## src/hw/rtl/ufsr_pkg.sv

```systemverilog
package ufsr_pkg;

    localparam int unsigned CFG_STAGES = 4;
    localparam int unsigned FREQ_W     = 16;
    localparam int unsigned ROCOF_W    = 16;
    localparam int unsigned RTHR_W     = 15;
    localparam int unsigned CFG_DATA_W = 16;
    localparam int unsigned CFG_IDX_W  = 3;
    localparam int unsigned MASK_W     = 4;

    localparam logic [FREQ_W:0] ARM_HYST_MHZ   = 17'd20;
    localparam logic [FREQ_W:0] RESET_HYST_MHZ = 17'd600;

    localparam logic [CFG_STAGES-1:0][FREQ_W-1:0] THR_RESET = {
        16'd48000, 16'd48400, 16'd48700, 16'd49000
    };

    typedef enum logic [CFG_IDX_W-1:0] {
        REG_THR_0,
        REG_THR_1,
        REG_THR_2,
        REG_THR_3,
        REG_ARM_DELAY,
        REG_ROCOF_THR,
        REG_ROCOF_EN
    } cfg_reg_t;

    typedef struct packed {
        logic [CFG_STAGES-1:0][FREQ_W-1:0] threshold;
        logic [FREQ_W-1:0]                 arm_delay;
        logic [RTHR_W-1:0]                 rocof_threshold;
        logic                              rocof_enable;
    } cfg_t;

    typedef struct packed {
        logic shed;
        logic restore;
        logic armed;
        logic tripped;
    } stage_status_t;

endpackage

```

## src/hw/rtl/ufsr_cfg.sv

```systemverilog
module ufsr_cfg
(
    input  logic                                clk,
    input  logic                                rst_n,
    input  logic                                cfg_write,
    input  logic [ufsr_pkg::CFG_IDX_W-1:0]      cfg_index,
    input  logic [ufsr_pkg::CFG_DATA_W-1:0]     cfg_data,
    output ufsr_pkg::cfg_t                      cfg
);
    import ufsr_pkg::*;

    cfg_t cfg_reg;
    cfg_t cfg_next;

    always_comb
    begin
        cfg_next = cfg_reg;
        if (cfg_write)
        begin
            case (cfg_index)
                REG_THR_0:     cfg_next.threshold[0] = cfg_data;
                REG_THR_1:     cfg_next.threshold[1] = cfg_data;
                REG_THR_2:     cfg_next.threshold[2] = cfg_data;
                REG_THR_3:     cfg_next.threshold[3] = cfg_data;
                REG_ARM_DELAY: cfg_next.arm_delay = cfg_data;
                REG_ROCOF_THR: cfg_next.rocof_threshold = cfg_data[RTHR_W-1:0];
                REG_ROCOF_EN:  cfg_next.rocof_enable = cfg_data[0];
                default:       cfg_next = cfg_reg;
            endcase
        end
    end

    always_ff @(posedge clk or negedge rst_n)
    begin
        if (!rst_n)
        begin
            cfg_reg.threshold       <= THR_RESET;
            cfg_reg.arm_delay       <= '0;
            cfg_reg.rocof_threshold <= '0;
            cfg_reg.rocof_enable    <= 1'b0;
        end
        else
        begin
            cfg_reg <= cfg_next;
        end
    end

    assign cfg = cfg_reg;

endmodule

```

## src/hw/rtl/ufsr_stage.sv

```systemverilog
module ufsr_stage
#(
    parameter int unsigned DELAY_BITS = 16
)
(
    input  logic                            clk,
    input  logic                            rst_n,
    input  logic                            advance,
    input  logic [ufsr_pkg::FREQ_W-1:0]     freq,
    input  logic [ufsr_pkg::FREQ_W-1:0]     threshold,
    input  logic                            rate_ok,
    input  logic [DELAY_BITS-1:0]           delay_load,
    output ufsr_pkg::stage_status_t         status
);
    import ufsr_pkg::*;

    logic                  armed_reg;
    logic                  armed_next;
    logic                  tripped_reg;
    logic                  tripped_next;
    logic [DELAY_BITS-1:0] delay_reg;
    logic [DELAY_BITS-1:0] delay_next;
    logic [DELAY_BITS-1:0] delay_dec;
    logic [FREQ_W:0]       freq_ext;
    logic [FREQ_W:0]       thr_ext;
    logic                  cond;
    logic                  trip_now;

    assign freq_ext  = {1'b0, freq};
    assign thr_ext   = {1'b0, threshold};
    assign delay_dec = (armed_reg && (delay_reg != '0)) ? delay_reg - 1'b1 : delay_reg;
    assign cond      = !tripped_reg && (freq <= threshold) && rate_ok;

    always_comb
    begin
        armed_next   = armed_reg;
        tripped_next = tripped_reg;
        delay_next   = delay_dec;
        trip_now     = 1'b0;
        status       = '0;
        if (cond)
        begin
            armed_next = 1'b1;
            if (!armed_reg)
            begin
                delay_next = delay_load;
            end
            if (delay_next == '0)
            begin
                trip_now     = 1'b1;
                tripped_next = 1'b1;
                armed_next   = 1'b0;
            end
        end
        else if (freq_ext > thr_ext + ARM_HYST_MHZ)
        begin
            armed_next = 1'b0;
        end
        if (tripped_next && (freq_ext > thr_ext + RESET_HYST_MHZ))
        begin
            tripped_next   = 1'b0;
            status.restore = 1'b1;
        end
        status.shed    = trip_now;
        status.armed   = armed_next;
        status.tripped = tripped_next;
    end

    always_ff @(posedge clk or negedge rst_n)
    begin
        if (!rst_n)
        begin
            armed_reg   <= 1'b0;
            tripped_reg <= 1'b0;
            delay_reg   <= '0;
        end
        else if (advance)
        begin
            armed_reg   <= armed_next;
            tripped_reg <= tripped_next;
            delay_reg   <= delay_next;
        end
    end

endmodule

```

## src/hw/rtl/under_frequency_shed_relay_core.sv

```systemverilog
// Each input passes the input register, then the result register; all stages evaluate in parallel in one pass.
// Throughput: one transaction per cycle while out_stall does not hold a waiting result.
// Output register decouples the sides: while a result waits, an empty input register still takes input.
// Reset (rst_n, async, active low): stages disarmed and untripped, delays zero,
// thresholds 49000/48700/48400/48000 mHz, valid flags and other config zero; data registers not reset.
module under_frequency_shed_relay_core
#(
    parameter int unsigned NUM_STAGES = 4,
    parameter int unsigned DELAY_BITS = 16
)
(
    input  logic                                clk,
    input  logic                                rst_n,
    input  logic                                cfg_write,
    input  logic [ufsr_pkg::CFG_IDX_W-1:0]      cfg_index,
    input  logic [ufsr_pkg::CFG_DATA_W-1:0]     cfg_data,
    input  logic                                in_valid,
    output logic                                in_stall,
    input  logic [ufsr_pkg::FREQ_W-1:0]         frequency_mhz,
    input  logic signed [ufsr_pkg::ROCOF_W-1:0] rocof_mhz_per_s,
    output logic                                out_valid,
    input  logic                                out_stall,
    output logic [ufsr_pkg::MASK_W-1:0]         shed_mask,
    output logic [ufsr_pkg::MASK_W-1:0]         restore_mask,
    output logic [ufsr_pkg::MASK_W-1:0]         armed_mask,
    output logic [ufsr_pkg::MASK_W-1:0]         tripped_mask
);
    import ufsr_pkg::*;

    cfg_t                       cfg;
    logic                       in_valid_reg;
    logic                       in_valid_next;
    logic [FREQ_W-1:0]          freq_reg;
    logic signed [ROCOF_W-1:0]  rocof_reg;
    logic                       out_valid_reg;
    logic                       out_valid_next;
    logic [MASK_W-1:0]          shed_reg;
    logic [MASK_W-1:0]          restore_reg;
    logic [MASK_W-1:0]          armed_reg;
    logic [MASK_W-1:0]          tripped_reg;
    logic [MASK_W-1:0]          shed_next;
    logic [MASK_W-1:0]          restore_next;
    logic [MASK_W-1:0]          armed_next;
    logic [MASK_W-1:0]          tripped_next;
    logic                       advance;
    logic                       rate_ok;
    logic [DELAY_BITS-1:0]      delay_load;
    stage_status_t              status [NUM_STAGES];

    ufsr_cfg u_cfg
    (
        .clk       (clk),
        .rst_n     (rst_n),
        .cfg_write (cfg_write),
        .cfg_index (cfg_index),
        .cfg_data  (cfg_data),
        .cfg       (cfg)
    );

    // handshake
    assign advance  = in_valid_reg && (!out_valid_reg || !out_stall);
    assign in_stall = in_valid_reg && !advance;

    always_comb
    begin
        in_valid_next = in_valid_reg;
        if (!in_stall)
        begin
            in_valid_next = in_valid;
        end
        out_valid_next = out_valid_reg && out_stall;
        if (advance)
        begin
            out_valid_next = 1'b1;
        end
    end

    always_ff @(posedge clk or negedge rst_n)
    begin
        if (!rst_n)
        begin
            in_valid_reg  <= 1'b0;
            out_valid_reg <= 1'b0;
        end
        else
        begin
            in_valid_reg  <= in_valid_next;
            out_valid_reg <= out_valid_next;
        end
    end

    always_ff @(posedge clk)
    begin
        if (!in_stall)
        begin
            freq_reg  <= frequency_mhz;
            rocof_reg <= rocof_mhz_per_s;
        end
        if (advance)
        begin
            shed_reg    <= shed_next;
            restore_reg <= restore_next;
            armed_reg   <= armed_next;
            tripped_reg <= tripped_next;
        end
    end

    // rate check: rocof <= -rocof_threshold, or always ok when rocof_enable is low
    assign rate_ok = !cfg.rocof_enable ||
                     ($signed({rocof_reg[ROCOF_W-1], rocof_reg}) <=
                      -$signed({2'b00, cfg.rocof_threshold}));

    generate
        if (DELAY_BITS > FREQ_W)
        begin : g_delay_ext
            assign delay_load = {{(DELAY_BITS-FREQ_W){1'b0}}, cfg.arm_delay};
        end
        else
        begin : g_delay_trunc
            assign delay_load = cfg.arm_delay[DELAY_BITS-1:0];
        end
    endgenerate

    genvar s;
    generate
        for (s = 0; s < NUM_STAGES; s++)
        begin : g_stage
            logic [FREQ_W-1:0] stage_thr;
            if (s < CFG_STAGES)
            begin : g_thr_cfg
                assign stage_thr = cfg.threshold[s];
            end
            else
            begin : g_thr_zero
                assign stage_thr = '0;
            end

            ufsr_stage #(.DELAY_BITS(DELAY_BITS)) u_stage
            (
                .clk        (clk),
                .rst_n      (rst_n),
                .advance    (advance),
                .freq       (freq_reg),
                .threshold  (stage_thr),
                .rate_ok    (rate_ok),
                .delay_load (delay_load),
                .status     (status[s])
            );
        end

        for (s = 0; s < MASK_W; s++)
        begin : g_mask
            if (s < NUM_STAGES)
            begin : g_used
                assign shed_next[s]    = status[s].shed;
                assign restore_next[s] = status[s].restore;
                assign armed_next[s]   = status[s].armed;
                assign tripped_next[s] = status[s].tripped;
            end
            else
            begin : g_unused
                assign shed_next[s]    = 1'b0;
                assign restore_next[s] = 1'b0;
                assign armed_next[s]   = 1'b0;
                assign tripped_next[s] = 1'b0;
            end
        end
    endgenerate

    assign out_valid    = out_valid_reg;
    assign shed_mask    = shed_reg;
    assign restore_mask = restore_reg;
    assign armed_mask   = armed_reg;
    assign tripped_mask = tripped_reg;

`ifndef SYNTHESIS
    a_stall_only_when_blocked: assert property (@(posedge clk) disable iff (!rst_n)
        in_stall |-> (out_valid && out_stall))
        else $error("input stalled while result path free");

    a_armed_not_tripped: assert property (@(posedge clk) disable iff (!rst_n)
        out_valid |-> ((armed_mask & tripped_mask) == '0))
        else $error("stage both armed and tripped");

    a_shed_accounted: assert property (@(posedge clk) disable iff (!rst_n)
        out_valid |-> ((shed_mask & ~tripped_mask & ~restore_mask) == '0))
        else $error("shed stage neither tripped nor restored");

    a_restore_clears: assert property (@(posedge clk) disable iff (!rst_n)
        out_valid |-> ((restore_mask & (tripped_mask | armed_mask)) == '0))
        else $error("restored stage still tripped or armed");
`endif

endmodule

```

## config.mk

```make
export PLATFORM = sky130hd
export DESIGN_NAME = under_frequency_shed_relay_core
export DESIGN_NICKNAME = d
export VERILOG_FILES = /design/src/hw/rtl/ufsr_pkg.sv /design/src/hw/rtl/ufsr_cfg.sv /design/src/hw/rtl/ufsr_stage.sv /design/src/hw/rtl/under_frequency_shed_relay_core.sv
export SDC_FILE = /design/constraint.sdc
export NUM_CORES = 1
export LEC_CHECK = 0
export BUFFER_PORTS_ARGS = -buffer_cell sky130_fd_sc_hd__buf_4
export CORE_UTILIZATION = 64
export DETAILED_ROUTE_END_ITERATION = 8
export GPL_TIMING_DRIVEN = 0
export PLACE_DENSITY = 0.81
export SLEW_MARGIN = 20
export SYNTH_ARGS = -nofsm -noshare
export SYNTH_HDL_FRONTEND = slang
export SYNTH_SLANG_ARGS = --single-unit
```

## constraint.sdc

```tcl
create_clock -name clk -period 6.1 [get_ports clk]
set_clock_uncertainty 0.05 [all_clocks]
set_input_delay 0.305 -clock clk [delete_from_list [all_inputs] [get_ports clk]]
set_output_delay 0.305 -clock clk [all_outputs]
set_load 0.02 [all_outputs]
```

-- After elaboration in Yosys (flattened, before gate mapping)
Cells that the tools add are included.
- multiply operators: 0
- reductions and logical operators: 45
- divide/modulo/power cells: 0
- eq/ne operators: 6
- shift-type cells: 0
- order comparisons: 13
- add/subtract/negate cells: 13
- bitwise gates (word level): 0
- mux-type cells: 49
- operator list (cell ; number):
    2-to-1 mux 16 bit ; 16
    greater-than comparator 16 x 17 -> 1 bit ; 8
    adder 16 x 10 -> 17 bit (second input constant) ; 4
    adder 16 x 5 -> 17 bit (second input constant) ; 4
    <= comparator 16 bit ; 4
    zero test 16 bit ; 4
    nonzero test 16 bit ; 4
    subtractor 16 x 1 -> 16 bit (second input constant) ; 4
    2-to-1 mux 1 bit ; 33
    logical AND 1 bit ; 19
    <= comparator 16 x 17 -> 1 bit ; 1
    negator 15 -> 17 bit ; 1
    AND reduction 2 bit ; 7
    == test 3 bit (second input constant) ; 3
    zero test 1 bit ; 8
    == test 3 x 2 -> 1 bit (second input constant) ; 2
    == test 3 x 1 -> 1 bit (second input constant) ; 1
    zero test 3 bit ; 1
    logical OR 1 bit ; 2
- latch bits: 0
- memory bits (read-only): 0
- memories kept: 0
- register bits after elaboration: 218
- output and inout port bits: 18
- RAM bits: 0
- logic and storage cells: 156

-- Logic depth before layout (Yosys ltp)
- word-level depth: 10
- depth in mapped cells: 18

-- By module
Synthesis repeated with hierarchy kept, for this count alone.
- cell total of the unflattened synthesis: 2031
- area total of the unflattened synthesis: 18914.4 µm²
- modules (own cells, without submodules) (module ; cells an instance ; times used ; area an instance (µm²)):
    ufsr_stage (g_stage[0].u_stage ...) ; 414 ; 3 ; 3224.3
    ufsr_cfg ; 209 ; 1 ; 3836.2
    ufsr_stage (g_stage[1].u_stage) ; 442 ; 1 ; 3249.4
    under_frequency_shed_relay_core ; 138 ; 1 ; 2155.8

-- Least setup slack after synthesis
No wires, ideal clock.
- path kind: flip-flop to flip-flop
- from: reg u_cfg.cfg_reg (netlist bit u_cfg.cfg[3])
- to: reg armed_reg[0] (netlist: armed_mask[0]), data pin
- clock period less this slack: 4.276 ns
- arrival time: 3.972 ns
- path slack: 1.824 ns
- setup time: 0.254 ns
- required time: 5.796 ns
- buffers on the path: 1
- stages on the path, launching flop included: 17
- path through: dfrtp_1 or4_1 nor2_1 nand2_1 or4_1 nor3_1 xor2_1 ha_1 a21o_1 a21oi_1 a21oi_1 o41a_1 a211o_1 clkbuf_1 nor3_1 nand3_1 o21a_1
- longest elaborated chain between the ends: 5
- RTL lines (item ; RTL line ; text):
    start: declaration ; ufsr_cfg.sv:12 ; cfg_t cfg_reg;
    start signal: assignment ; ufsr_cfg.sv:44 ; cfg_reg <= cfg_next;
    negator 15 -> 17 bit ; under_frequency_shed_relay_core.sv:111 ; -$signed({2'b00, cfg.rocof_threshold}));
    <= comparator 16 x 17 -> 1 bit ; under_frequency_shed_relay_core.sv:110 ; ($signed({rocof_reg[ROCOF_W-1], rocof_reg}) <=
    logical OR 1 bit ; under_frequency_shed_relay_core.sv:109 ; assign rate_ok = !cfg.rocof_enable ||
    logical AND 1 bit ; ufsr_stage.sv:32 ; assign cond = !tripped_reg && (freq <= threshold) && rate_ok;
    2-to-1 mux 1 bit ; ufsr_stage.sv:41 ; if (cond)
    via g_stage[0].u_stage.armed_next ; ufsr_stage.sv:18 ; logic armed_next;
    end signal: assignment ; under_frequency_shed_relay_core.sv:103 ; armed_reg <= armed_next;
    end: declaration ; under_frequency_shed_relay_core.sv:39 ; logic [MASK_W-1:0] armed_reg;
The timed path passes the listed nets, and every way through them passes these cells.
A chain may end at the register's enable or synchronous reset.

-- Worst setup path after layout
- from: reg u_cfg.cfg_reg (netlist bit u_cfg.cfg[3])
- to: reg g_stage[0].u_stage.delay_reg[3]
- longest elaborated chain between the ends: 5
- RTL lines (item ; RTL line ; text):
    negator 15 -> 17 bit ; under_frequency_shed_relay_core.sv:111 ;
    <= comparator 16 x 17 -> 1 bit ; under_frequency_shed_relay_core.sv:110 ;
    logical OR 1 bit ; under_frequency_shed_relay_core.sv:109 ;
    logical AND 1 bit ; ufsr_stage.sv:32 ;
    2-to-1 mux 16 bit ; ufsr_stage.sv:41 ;
    end signal: assignment ; ufsr_stage.sv:81 ; delay_reg <= delay_next;
    end: declaration ; ufsr_stage.sv:21 ; logic [DELAY_BITS-1:0] delay_reg;
No other way between the ends.

==> flow_summary.yaml <==
status:
  status: "finished, final reports clean"
drt:
  routed_via_density: 6.73
  route.final.wire_length_um: 57900
  drc: 0
  route.antenna.remaining_nets: 0
  dr.first_iter.drc_count: 1810
  first_drt_pass_iteration_count: 6
  routed_wire_length_per_instance_um: 22.7
  number_of_vias_after_detailed_routing: 17200
grt:
  grt_pass1_wl_um: 90900
  gr-total-overflow: 0
  via_count_of_the_first_global_routing_pass: 17000
  antenna_found_initial: 0
  grt_start_max_net_pins: 91
  grtUsageTotal_pct: 41.0
die:
  floorplan_die_height_um: 170
  die_area_um2: 28700
  die-width_um: 170
  num_io_pins: 74
  total_core_area_um2: 27300
  initial_utilization_pct: 65.9
  std_cell_rows: 60
yosys:
  synth_edf_count: 48
  mappedNetlistArea_um2: 18000
  post_synthesis_cell_type_count: 90
  synthesis.yosys.warnings: 0
  synth_top_flop_cell: "sky130_fd_sc_hd__dfrtp_1"
  mappedNetlistNets: 2286
  postSynthRegisterBits: 218
  ys_seq_area_share_pct: 31.9
  post_syn_area_per_cell_um2: 8.89
  post_synth_inst_count: 2020
  synth_async_reset_ratio_pct: 78.0
sta:
  max_freq_ghz: 0.180
  setup_repair_after_global_routing_missed_its_margin: "false"
  worst_slew_margin_rel_pct: 32.8
  pins_over_their_slew_limit: 0
  final.setup.tns_ps: 0
  setup_violations: 0
  fin_crit_ps: 5550
  worst_slack_ps: 553
  hold-worst-slack_ps: 1.70
  endpoints_failing_hold: 0
  slew_at_the_pin_with_the_worst_max_slew_slack_ps: 1010
  fin_crit_sh_pct: 90.9
cts:
  clk_transition_reported_paths_ps: 60
  postCtsResizedCells: 0
  post_cts_hold_buffer_count: 36
  h-tree-depth: 1
  root_buffer: "sky130_fd_sc_hd__clkbuf_16"
  cts_tree: "done"
  cts_made_buffers: 26
  cts.sink_count: 218
  max-clock-path-buffers: 3
  insertion_delay_ps: 550
  postcts_setup_bufs: 0
worst_setup_path:
  critical_path.endpoint_type: "flip-flop"
  crit_path_start_kind: "flip-flop"
  cp.arrival_ps: 5920
  worstSetupPathType: "flip-flop to flip-flop"
  timing.critical_path.fanout_max: 10
  worstPathRequired_ps: 6470
min_path:
  hold_class: "input port to flip-flop"
placed_design:
  place_worst_setup_slack_ps: 869
  dp_hpwl_um: 41000
  gp_routability_congestion: 1.01
  buffer_ports.inserted: 72
flow_run:
  drv_cap: 0
cells_and_area:
  area_delta_synth_final_pct: 13.3
  flip_flop_count_of_the_largest_register_after_layout: 96
  num-nets-final: 2425
  n_antenna_cell: 0
  share_of_post_route_cells_with_drive_strength_above_1_pct: 12.0
power:
  vdd_drop_max_uv: 328
  cellPowerDensity_nw_per_um2: 380
  static-leakage-power_nw: 8.58
==> area by class of cell <==
cell class | count | area, um2
timing repair buffer | 111 | 983
inverter | 118 | 443
buffer | 80 | 333
sequential | 218 | 5740
tap | 372 | 465
multi-input combinational | 1604 | 11500
clock buffer | 42 | 855
fill | 1994 | 6890
clock inverter | 6 | 80.1
==> per-stage QoR <==
| stage | power, mW | util [%] | cells | cell area [um2] |
|---|---|---|---|---|
| finish | 7.73 | 74.7 | 2551 | 20400 |
| global route | 8.19 | 74.7 | 2551 | 20400 |
| CTS | 7.60 | 74.7 | 2551 | 20400 |
| detailed placement | 5.88 | 70.0 | 2467 | 19100 |
| global placement | 5.74 | 69.6 | 2464 | 19000 |
| floorplan | 4.85 | - | 2020 | 18000 |
==> power by group <==
| part | switching [mW] | internal (mW) |
|---|---|---|
| combinational | 2.12 | 1.49 |
| clock | 0.662 | 1.04 |
| sequential | 0.525 | 1.90 |
==> worst paths after layout <==
| path | to | from | slack (ps) | cells after the start |
|---|---|---|---|---|
| min in group asynchronous | u_cfg.cfg[73]$_DFFE_PN0P_ | rst_n | 290 | 2 |
| max | g_stage[0].u_stage.delay_reg[3]$_DFFE_PN0P_ | u_cfg.cfg[3]$_DFFE_PN0P_ | 550 | 17 |
| min reg2reg | u_cfg.cfg[81]$_DFFE_PN0P_ | u_cfg.cfg[81]$_DFFE_PN0P_ | 470 | 1 |
| max in group asynchronous | g_stage[0].u_stage.delay_reg[5]$_DFFE_PN0P_ | rst_n | 4840 | 3 |
| max reg2reg | g_stage[0].u_stage.delay_reg[3]$_DFFE_PN0P_ | u_cfg.cfg[3]$_DFFE_PN0P_ | 550 | 17 |
| min | u_cfg.cfg[51]$_DFFE_PN1P_ | cfg_data[3] | 2 | 3 |
==> cell usage after synthesis, types with 39 or more instances <==
library cell               number  area share [%]
sky130_fd_sc_hd__nand3_1       65             1.8
sky130_fd_sc_hd__a21o_1        39             1.6
sky130_fd_sc_hd__edfxtp_1      48             8.0
sky130_fd_sc_hd__ha_1         210              15
sky130_fd_sc_hd__inv_1        116             2.4
sky130_fd_sc_hd__nor2_1       131             2.7
sky130_fd_sc_hd__clkbuf_1      63             1.3
sky130_fd_sc_hd__a21oi_1      132             3.7
sky130_fd_sc_hd__nand2_1      162             3.4
sky130_fd_sc_hd__xnor2_1       99             4.8
sky130_fd_sc_hd__o21ai_0      147             4.1
sky130_fd_sc_hd__nor3_1        62             1.7
sky130_fd_sc_hd__mux2_2        54             3.4
sky130_fd_sc_hd__dfrtp_1      136              19
==> metal layers <==
metal | up-vias | GRT usage, % | routed length (um)
met3 | 228 | 6.79 | 5990
li1 | 7784 | - | -
met5 | - | 0 | 0
met2 | 1000 | 65.7 | 25700
met1 | 8150 | 53.4 | 22900
met4 | 0 | 21.7 | 3300
==> critical path: stages (launching register included) <==
cell and delay [ps]:
sky130_fd_sc_hd__dfrtp_1 420, sky130_fd_sc_hd__or4_1 550, sky130_fd_sc_hd__nor2_1 150, sky130_fd_sc_hd__nand2_1 110, sky130_fd_sc_hd__or4_1 520, sky130_fd_sc_hd__nor3_1 220
sky130_fd_sc_hd__xor2_1 110, sky130_fd_sc_hd__ha_1 330, sky130_fd_sc_hd__nand4_1 150, sky130_fd_sc_hd__nor4_1 480, sky130_fd_sc_hd__a21boi_1 310, sky130_fd_sc_hd__o41a_1 530
sky130_fd_sc_hd__a211o_1 170, sky130_fd_sc_hd__clkbuf_1 400, sky130_fd_sc_hd__buf_1 490, sky130_fd_sc_hd__o41ai_1 170, sky130_fd_sc_hd__a21oi_1 200, sky130_fd_sc_hd__a21oi_1 70
==> cell families (layout without fill, tap and decap cells) <==
kind of cell,Yosys count,count (layout),share of synthesized area (%)
and+or+nand+nor,657,657,19.3
AOI/OAI and AO/OA,554,554,20.0
DFF,218,218,31.9
adders and majority gates,210,210,14.6
buffers and inverters,198,357,4.31
xor gates and xnor gates,119,119,5.80
muxes,64,64,3.94
==> placed cells by master, fill, tap and decap left out, types with 48 or more instances in the layout <==
cell,Yosys,routed
sky130_fd_sc_hd__mux2_2,54,54
sky130_fd_sc_hd__edfxtp_1,48,48
sky130_fd_sc_hd__dfrtp_1,136,136
sky130_fd_sc_hd__xnor2_1,99,99
sky130_fd_sc_hd__nor2_1,131,131
sky130_fd_sc_hd__nor3_1,62,62
sky130_fd_sc_hd__ha_1,210,210
sky130_fd_sc_hd__nand2_1,162,162
sky130_fd_sc_hd__inv_1,116,116
sky130_fd_sc_hd__a21oi_1,132,132
sky130_fd_sc_hd__clkbuf_1,63,67
sky130_fd_sc_hd__nand3_1,65,64
sky130_fd_sc_hd__o21ai_0,147,147
sky130_fd_sc_hd__buf_4,0,71
No activity file was read; power rests on OpenSTA's default activity.
